<file path="config.mk">
export PLATFORM = sky130hd
export DESIGN_NAME = square_matrix_multiply
export DESIGN_NICKNAME = d
export VERILOG_FILES = /design/src/hw/rtl/smm_pkg.sv /design/src/hw/rtl/square_matrix_multiply.sv /design/src/hw/rtl/smm_cell.sv
export SDC_FILE = /design/constraint.sdc
export NUM_CORES = 2
export LEC_CHECK = 0
export BUFFER_PORTS_ARGS = -buffer_cell sky130_fd_sc_hd__buf_4
export CAP_MARGIN = 20
export CORE_UTILIZATION = 30
export CTS_CLUSTER_DIAMETER = 80
export DETAILED_ROUTE_END_ITERATION = 8
export PLACE_DENSITY = 0.46
export SYNTH_ARGS = -nofsm -noshare
export SYNTH_HDL_FRONTEND = slang
export SYNTH_SLANG_ARGS = --single-unit
</file>
<file path="constraint.sdc">
create_clock -name clk_i -period 15.71 [get_ports clk_i]
set_clock_uncertainty 0.05 [all_clocks]
set_input_delay 2.3565 -clock clk_i [delete_from_list [all_inputs] [get_ports clk_i]]
set_output_delay 2.3565 -clock clk_i [all_outputs]
set_load 0.01 [all_outputs]
</file>
<file path="src/hw/rtl/smm_pkg.sv">
// Shared types and constants for the matrix multiply engine
package smm_pkg;
  localparam int unsigned ElemW = 16;
  localparam int unsigned ProdW = 32;
  localparam int unsigned AccW  = 35;
  localparam int unsigned IdxW  = 3;
  localparam int unsigned CmdW  = 2;
  localparam int unsigned DimW  = 4;

  typedef enum logic [CmdW-1:0] {
    CMD_LOAD_LEFT  = 2'd0,
    CMD_LOAD_RIGHT = 2'd1,
    CMD_START      = 2'd2,
    CMD_NONE       = 2'd3
  } cmd_e;

  typedef enum logic [1:0] {
    ST_IDLE,
    ST_RUN,
    ST_DRAIN
  } state_e;

  // Tag carried with each product term along the cell chain
  typedef struct packed {
    logic            vld;
    logic            first;
    logic            fin;
    logic            last;
    logic [IdxW-1:0] row;
    logic [IdxW-1:0] col;
  } tag_t;
endpackage

</file>
<file path="src/hw/rtl/square_matrix_multiply.sv">
// Top level of the matrix multiply engine
//
// channel | direction | handshake          | payload
// in      | input     | in_valid/in_ready  | cmd, row, col, element
// out     | output    | out_valid/out_ready| out_row, out_col, product, last
// cfg     | input     | cfg_we             | cfg_wdata (dimension)
//
// During a start, the n terms of each product element issue through three
// chained cells (read, multiply, accumulate); the next element issues only
// once its sum has left the chain and the output register is empty. The
// input is held off for the whole run. A product waiting while out_ready
// is low stalls further issue.
// Reset clears control state; the matrix stores are undefined until loaded.
module square_matrix_multiply #(
  parameter int unsigned MAX_DIM = 8
) (
  input  logic                              clk_i,
  input  logic                              rst_ni,
  input  logic                              cfg_we,
  input  logic [smm_pkg::DimW-1:0]          cfg_wdata,
  input  logic                              in_valid,
  output logic                              in_ready,
  input  logic [smm_pkg::CmdW-1:0]          cmd_i,
  input  logic [smm_pkg::IdxW-1:0]          row_i,
  input  logic [smm_pkg::IdxW-1:0]          col_i,
  input  logic signed [smm_pkg::ElemW-1:0]  element_i,
  output logic                              out_valid,
  input  logic                              out_ready,
  output logic [smm_pkg::IdxW-1:0]          out_row_o,
  output logic [smm_pkg::IdxW-1:0]          out_col_o,
  output logic signed [smm_pkg::AccW-1:0]   product_o,
  output logic                              last_o
);
  localparam int unsigned Cells = MAX_DIM * MAX_DIM;
  localparam int unsigned AW    = $clog2(Cells);
  localparam int unsigned KW    = $clog2(MAX_DIM);
  localparam int unsigned NC    = 3;

  logic [smm_pkg::DimW-1:0] dim_q;
  logic [KW:0]              n;
  smm_pkg::state_e          st_q, st_d;
  logic [KW-1:0]            i_q, j_q, k_q;
  logic [smm_pkg::ElemW-1:0] left_mem [Cells];
  logic [smm_pkg::ElemW-1:0] right_mem [Cells];
  logic                     issue, seq_end, in_acc, pipe_busy, ld_ok;
  logic [AW-1:0]            wa;

  // Saturate the configured dimension to the range 1 to MAX_DIM
  always_comb begin
    if (dim_q == '0) begin
      n = (KW+1)'(1);
    end else if (32'(dim_q) > MAX_DIM) begin
      n = (KW+1)'(MAX_DIM);
    end else begin
      n = (KW+1)'(dim_q);
    end
  end

  always_ff @(posedge clk_i or negedge rst_ni) begin
    if (!rst_ni) begin
      dim_q <= smm_pkg::DimW'(MAX_DIM);
    end else if (cfg_we) begin
      dim_q <= cfg_wdata;
    end
  end

  // Output register, one entry, and the chain output feeds it
  smm_pkg::tag_t                    tag_c [NC+1];
  logic signed [smm_pkg::ElemW-1:0] a_c [NC+1];
  logic signed [smm_pkg::ElemW-1:0] b_c [NC+1];
  logic signed [smm_pkg::ProdW-1:0] p_c [NC+1];
  logic signed [smm_pkg::AccW-1:0]  acc_c [NC+1];
  logic                             ovld_q;
  logic                             olast_q;
  logic [smm_pkg::IdxW-1:0]         orow_q, ocol_q;
  logic signed [smm_pkg::AccW-1:0]  oprod_q;

  // Issue only when no finished product is in flight or waiting
  assign pipe_busy = tag_c[1].fin | tag_c[2].fin | tag_c[3].fin;
  assign issue     = (st_q == smm_pkg::ST_RUN) && !ovld_q && !pipe_busy;
  assign seq_end   = issue && ((KW+1)'(k_q) == n - 1'b1) && ((KW+1)'(j_q) == n - 1'b1)
                     && ((KW+1)'(i_q) == n - 1'b1);
  assign in_ready  = (st_q == smm_pkg::ST_IDLE);
  assign in_acc    = in_valid && in_ready;

  // Next state
  always_comb begin
    st_d = st_q;
    case (st_q)
      smm_pkg::ST_IDLE: begin
        if (in_acc && cmd_i == smm_pkg::CMD_START) st_d = smm_pkg::ST_RUN;
      end
      smm_pkg::ST_RUN: begin
        if (seq_end) st_d = smm_pkg::ST_DRAIN;
      end
      smm_pkg::ST_DRAIN: begin
        if (!pipe_busy && (!ovld_q || out_ready) && !tag_c[NC].fin)
          st_d = smm_pkg::ST_IDLE;
      end
      default: st_d = smm_pkg::ST_IDLE;
    endcase
  end

  // Advance the i, j, k sequencer
  always_ff @(posedge clk_i or negedge rst_ni) begin
    if (!rst_ni) begin
      st_q <= smm_pkg::ST_IDLE;
      i_q  <= '0;
      j_q  <= '0;
      k_q  <= '0;
    end else begin
      st_q <= st_d;
      if (in_acc) begin
        i_q <= '0;
        j_q <= '0;
        k_q <= '0;
      end else if (issue) begin
        if ((KW+1)'(k_q) == n - 1'b1) begin
          k_q <= '0;
          if ((KW+1)'(j_q) == n - 1'b1) begin
            j_q <= '0;
            i_q <= i_q + 1'b1;
          end else begin
            j_q <= j_q + 1'b1;
          end
        end else begin
          k_q <= k_q + 1'b1;
        end
      end
    end
  end

  // Write loads into the stores, read operands for the first cell
  assign ld_ok = (32'(row_i) < 32'(n)) && (32'(col_i) < 32'(n));
  assign wa    = AW'(32'(row_i) * MAX_DIM + 32'(col_i));

  always_ff @(posedge clk_i) begin
    if (in_acc && ld_ok && cmd_i == smm_pkg::CMD_LOAD_LEFT) left_mem[wa] <= element_i;
    if (in_acc && ld_ok && cmd_i == smm_pkg::CMD_LOAD_RIGHT) right_mem[wa] <= element_i;
    a_c[1] <= left_mem[AW'(32'(i_q) * MAX_DIM + 32'(k_q))];
    b_c[1] <= right_mem[AW'(32'(k_q) * MAX_DIM + 32'(j_q))];
  end

  // Read cell: the memory read register forms its data path
  always_ff @(posedge clk_i or negedge rst_ni) begin
    if (!rst_ni) begin
      tag_c[1] <= '0;
    end else begin
      tag_c[1].vld   <= issue;
      tag_c[1].first <= (k_q == '0);
      tag_c[1].fin   <= issue && ((KW+1)'(k_q) == n - 1'b1);
      tag_c[1].last  <= seq_end;
      tag_c[1].row   <= smm_pkg::IdxW'(i_q);
      tag_c[1].col   <= smm_pkg::IdxW'(j_q);
    end
  end
  assign p_c[1]   = '0;
  assign acc_c[1] = '0;
  assign tag_c[0] = '0;
  assign a_c[0]   = '0;
  assign b_c[0]   = '0;
  assign p_c[0]   = '0;
  assign acc_c[0] = '0;

  // Multiply and accumulate cells
  for (genvar s = 1; s < NC; s++) begin : g_cell
    smm_cell #(.Stage(s)) u_cell (
      .clk_i (clk_i),
      .rst_ni(rst_ni),
      .tag_i (tag_c[s]),
      .a_i   (a_c[s]),
      .b_i   (b_c[s]),
      .p_i   (p_c[s]),
      .acc_i (acc_c[NC]),
      .tag_o (tag_c[s+1]),
      .a_o   (a_c[s+1]),
      .b_o   (b_c[s+1]),
      .p_o   (p_c[s+1]),
      .acc_o (acc_c[s+1])
    );
  end

  // Hold the finished product until taken
  always_ff @(posedge clk_i or negedge rst_ni) begin
    if (!rst_ni) begin
      ovld_q <= 1'b0;
    end else if (tag_c[NC].vld && tag_c[NC].fin) begin
      ovld_q <= 1'b1;
    end else if (out_ready) begin
      ovld_q <= 1'b0;
    end
  end

  always_ff @(posedge clk_i) begin
    if (tag_c[NC].vld && tag_c[NC].fin) begin
      orow_q  <= tag_c[NC].row;
      ocol_q  <= tag_c[NC].col;
      oprod_q <= acc_c[NC];
      olast_q <= tag_c[NC].last;
    end
  end

  assign out_valid = ovld_q;
  assign out_row_o = orow_q;
  assign out_col_o = ocol_q;
  assign product_o = oprod_q;
  assign last_o    = olast_q;
endmodule

</file>
<file path="src/hw/rtl/smm_cell.sv">
// One stage of the multiply-accumulate chain
module smm_cell #(
  parameter int unsigned Stage = 0
) (
  input  logic                              clk_i,
  input  logic                              rst_ni,
  input  smm_pkg::tag_t                     tag_i,
  input  logic signed [smm_pkg::ElemW-1:0]  a_i,
  input  logic signed [smm_pkg::ElemW-1:0]  b_i,
  input  logic signed [smm_pkg::ProdW-1:0]  p_i,
  input  logic signed [smm_pkg::AccW-1:0]   acc_i,
  output smm_pkg::tag_t                     tag_o,
  output logic signed [smm_pkg::ElemW-1:0]  a_o,
  output logic signed [smm_pkg::ElemW-1:0]  b_o,
  output logic signed [smm_pkg::ProdW-1:0]  p_o,
  output logic signed [smm_pkg::AccW-1:0]   acc_o
);
  smm_pkg::tag_t                    tag_q;
  logic signed [smm_pkg::ElemW-1:0] a_q, b_q;
  logic signed [smm_pkg::ProdW-1:0] p_q;
  logic signed [smm_pkg::AccW-1:0]  acc_q;

  // Advance the valid tag
  always_ff @(posedge clk_i or negedge rst_ni) begin
    if (!rst_ni) begin
      tag_q <= '0;
    end else begin
      tag_q <= tag_i;
    end
  end

  // Stage 0 registers operands, stage 1 multiplies, stage 2 accumulates
  always_ff @(posedge clk_i) begin
    a_q <= a_i;
    b_q <= b_i;
    if (Stage == 1) begin
      p_q <= a_i * b_i;
    end else begin
      p_q <= p_i;
    end
    if (Stage == 2) begin
      acc_q <= (tag_i.first ? '0 : acc_i) + smm_pkg::AccW'(p_i);
    end else begin
      acc_q <= acc_i;
    end
  end

  assign tag_o = tag_q;
  assign a_o   = a_q;
  assign b_o   = b_q;
  assign p_o   = p_q;
  assign acc_o = acc_q;
endmodule

</file>
Word-level counts from Yosys, hierarchy flattened
Memories as Yosys holds them, arrays and structs flattened. A register that Yosys moved wholly into a read port is not among the register bits. Index checks and enable logic that the tools add are counted.

Memory bits (writable): 2048. Memories: 2. Register bits after elaboration: 154. Output and inout bits: 44. Word-level logic and storage cells: 108.

Memory list: left_mem (words 64, bits a word 16, read ports 1, clocked after Yosys merged registers in 1, write ports 1, line square_matrix_multiply.sv:43) `logic [smm_pkg::ElemW-1:0] left_mem [Cells];`; right_mem (words 64, bits a word 16, read ports 1, clocked after Yosys merged registers in 1, write ports 1, line square_matrix_multiply.sv:44) `logic [smm_pkg::ElemW-1:0] right_mem [Cells];`.

Bitwise operators: 2. Multiplexer cells: 24. $lt $le $gt $ge: 3. Reductions and logical operators: 29. Equal/unequal tests: 10. Add/subtract/negate cells: 8. Multiply operators: 1.

Operators with widths (number): adder 35 bit (1); two-way mux 35 bit (1); two-way mux 3 bit (11); multiplier 16 x 16 -> 32 bit (1); adder 6 x 3 -> 6 bit (3); logical AND 1 bit (14); == test 3 x 4 -> 1 bit (3); adder 3 x 1 -> 3 bit (second input constant) (3); < comparator 3 x 4 -> 1 bit (2); two-way mux 4 bit (2); nonzero test 2 bit (4); two-way mux 1 bit (6); two-way mux 2 bit (3); one-hot mux 2 bit (3 select lines) (1); AND reduction 3 bit (2); == test 2 x 1 -> 1 bit (second input constant) (2); == test 2 bit (second input constant) (2); > comparator 4 bit (second input constant) (1); logical NOT 2 bit (2); logical NOT 4 bit (1); != test 2 bit (second input constant) (2); subtractor 4 x 1 -> 4 bit (second input constant) (1); logical NOT 1 bit (3); logical NOT 3 bit (1); 4 further kinds (5).

Depth between registers and ports, before layout
Depth after elaboration: 10. Depth in mapped cells: 26. Mapped depth without buffers: 24.

By module
Synthesis repeated with hierarchy kept, for this count alone.

Cell total of the unflattened synthesis: 5397. Area, all modules: 98587.1 um^2.

Modules (own cells, without submodules): square_matrix_multiply (area each 82070.0 um^2, times used 1, cells an instance 3768); smm_cell at g_cell[1].u_cell (area each 12155.4 um^2, times used 1, cells an instance 1217); smm_cell at g_cell[2].u_cell (area each 4361.7 um^2, times used 1, cells an instance 412).

Worst setup path before layout
OpenSTA, ideal clock, no wires.

Path type: register -> register. Start: register a_c[47] (netlist bit), read port of left_mem. End: register g_cell[1].u_cell.p_q (netlist bit g_cell[1].u_cell.p_o[30]). Arrival time: 5.863 ns. Cell stages (with the launch flop): 22. Setup slack: 9.674 ns. Required time: 15.537 ns. Cells stage by stage: dfxtp_1 > clkbuf_1 > nand2_1 > inv_1 > fa_1 > fa_1 > inv_1 > fa_1 > fa_1 > fa_1 > fa_1 > inv_1 > ha_1 > clkbuf_1 > a21o_1 > a21o_1 > a21oi_1 > nor2b_1 > o21a_1 > a2111oi_0 > o21bai_1 > xor2_1.

Cells in the longest elaborated chain, start to end: 1.

RTL lines: start, declared (line square_matrix_multiply.sv:69) `logic signed [smm_pkg::ElemW-1:0] a_c [NC+1];`; multiplier 16 x 16 -> 32 bit (line smm_cell.sv:37) `p_q <= a_i * b_i;`; end signal, assigned (line smm_cell.sv:37); end signal, assigned (line smm_cell.sv:39) `p_q <= p_i;`; end, declared (line smm_cell.sv:20) `logic signed [smm_pkg::ProdW-1:0] p_q;`.

No other way between the ends. A chain may end at the register's enable or synchronous reset.

Worst setup path after layout
Start: register b_c[47] (netlist bit), read port of right_mem. End: register g_cell[1].u_cell.p_q (netlist bit g_cell[1].u_cell.p_o[31]).

Cells in the longest elaborated chain, start to end: 1.

RTL lines: start, declared (line square_matrix_multiply.sv:70) `logic signed [smm_pkg::ElemW-1:0] b_c [NC+1];`; multiplier 16 x 16 -> 32 bit (line smm_cell.sv:37).

No other way between the ends.

==> flow_summary.ini <==
[routing]
via_per_inst = 4.80
dr.pass1.iters = 7
drt-total-wl_um = 249000
wl_per_cell_um = 26.8
dr.first_iter.drc_count = 3753
via_count = 44600
drc = 0
ant_nets = 0

[clock_network]
numCtsBuffers = 235
root_buffer = clkbuf_16
ctsResizeCount = 0
clk_path_buf_depth = 4
hold_buffers = 0
clk_pin_slew_ns = 0.06
cts_tree = done
htreeDepth = 4
clkSinkCount = 2234
cts_setup_buffers = 0
clk_latency_ns = 0.90

[setup_path]
cp.arrival_ns = 7.49
startpoint_type = flip-flop
crit_required_ns = 16.43
cp-end-kind = flip-flop
crit_type = flip-flop to flip-flop
crit_fanout = 10

[global_route]
grt_pass1_vias = 47500
grt_max_degree = 124
grt_usage_pct = 15.7
grt_pass1_wl_um = 358000
grt_overflow = 0
antenna_found_initial = 19

[floorplan]
core-area_um2 = 313000
rows = 205
die_w_um = 564
start_util_pct = 30.3
dieArea_um2 = 318000
die_h_um = 564
io-pin-count = 77

[logic_synthesis]
yosys_warnings = 0
async_reset_ff_share_pct = 2.01
yosysTopAreaCell = edfxtp_1
ys_seq_area_share_pct = 69.6
postSynthAreaPerCell_um2 = 20.3
synth_top_area_share_pct = 66.3
synth_fp_nets = 5094
synth-main-ff-cell = edfxtp_1
synth-edff-count = 2090
synth_cells = 4673
ys_seq_elements = 2234
synth_cell_types = 60
netlist_area_um2 = 94700
synth.area.top_cells = edfxtp_1, mux4_2, fa_1

[sta]
period_minus_slack_ns = 6.76
finalCritPeriodShare_pct = 43.0
slew_headroom_pct = 22.3
finalMaxSlewViolations = 0
tns_ns = 0
fmax_mhz = 148
worst_pin_slew_ns = 1.17
setup_viol = 0
rsz0062_at_grt = false
hold_violations = 0

[layout]
nets = 5384
final_cell_mix = edfxtp_1, mux4_2, inv_1, fa_1, buf_4
fin_area_um2 = 108000
syn2layout_area_growth_pct = 14.5
layout_commonest_cell = edfxtp_1
drive_gt1_share_pct = 25.2
fin_util_pct = 34.6

[flow_run]
max_cap_violations = 0

[placement]
place.port_buffers = 76
hpwl_um = 150000
place_area_um2 = 101000
gp_congestion = 0.770

[outcome]
status = finished clean

[worst_hold_path]
min_path_type = flip-flop to flip-flop
cell families (layout without fill, tap and decap cells):
group / count (synthesis) / in the layout / share of synthesized area, %
XOR/XNOR: 75 / 75 / 0.694
multiplexers: 678 / 678 / 16.1
other: 0 / 4 / 0
AO/OA/AOI/OAI: 174 / 174 / 1.18
AND/OR/NAND/NOR: 602 / 602 / 3.04
adder cells (fa/ha/maj): 388 / 388 / 7.21
buffers and inverters: 522 / 994 / 2.24
flip-flops: 2234 / 2234 / 69.6
critical path, stage by stage, from the launching register on:
cell and delay (ns):
dfxtp_1 0.59, clkinv_1 0.55, nor2_1 0.28, fa_1 0.46, fa_1 0.49, fa_1 0.56
fa_1 0.45, fa_1 0.49, inv_1 0.05, fa_1 0.47, inv_1 0.04, ha_1 0.35
nand4_1 0.17, nor2_1 0.06, a211oi_1 0.28, o211ai_1 0.21, a31o_2 0.29, a21o_1 0.17
a21oi_1 0.24, o21ai_1 0.09, a21oi_1 0.17, xnor2_1 0.14
path summary, 6_finish.rpt:
check	startpoint	endpoint	slack [ns]	depth (start not counted)
min	tag_c[29]$_DFF_PN0_	g_cell[1].u_cell.tag_o[9]$_DFF_PN0_	0.30	0
max in group asynchronous	rst_ni	g_cell[2].u_cell.tag_o[6]$_DFF_PN0_	13.51	1
max	b_c[47]$_DFF_P_	g_cell[1].u_cell.p_o[31]$_DFF_P_	8.95	21
max reg2reg	b_c[47]$_DFF_P_	g_cell[1].u_cell.p_o[31]$_DFF_P_	8.95	21
min in group asynchronous	rst_ni	g_cell[2].u_cell.tag_o[0]$_DFF_PN0_	1.46	1
min reg2reg	tag_c[29]$_DFF_PN0_	g_cell[1].u_cell.tag_o[9]$_DFF_PN0_	0.30	0
per-stage QoR:
step | worst slack, ns | hold slack [ns] | std cells
2_1_floorplan | 9.67 | 0.281 | 4673
3_3_place_gp | 9.02 | 0.282 | 8864
3_5_place_dp | 9.01 | 0.285 | 8864
4_1_cts | 8.97 | 0.299 | 9283
5_1_grt | 8.56 | 0.306 | 9286
6_report | 8.95 | 0.297 | 9289
layout make-up:
cell class                 count  area, um^2
multi-input combinational   1917       26800
clock inverter               130        1250
timing repair buffer         258        1990
sequential                  2234       65900
tap                         4140        5180
clock buffer                 289        6130
fill                       29200      205000
inverter                     317        1190
antenna                        4        10.0
sequential cells by signal, indices dropped and copies added, names as in the netlist, 10 cells and up:
name,cells
a_c,16
tag_c,10
left_mem,1024
b_c,16
g_cell.u_cell.p_o,32
right_mem,1024
g_cell.u_cell.acc_o,35
product_o,35
g_cell.u_cell.tag_o,19
synth_stat cells, drive strengths merged, types with 20 or more instances:
library cell	instances
a21o	26
a21oi	47
and2	132
buf	96
clkbuf	109
dfrtp	44
dfxtp	99
edfxtp	2090
fa	263
ha	125
inv	316
mux4	672
nand2	158
nand2b	20
nor2	189
nor2b	49
o21ai	43
xnor2	49
xor2	26
routing by layer:
layer	track usage [%]	vias to the layer above	wire (um)
li1	-	18900	-
met1	22.6	24400	116000
met2	25.6	950	119000
met3	1.91	300	10200
met4	3.08	0	4360
met5	0	-	0
Power is left out: the tool's default activity adds up to more than one toggle a clock period on the data nets, which glitch-free logic cannot reach.
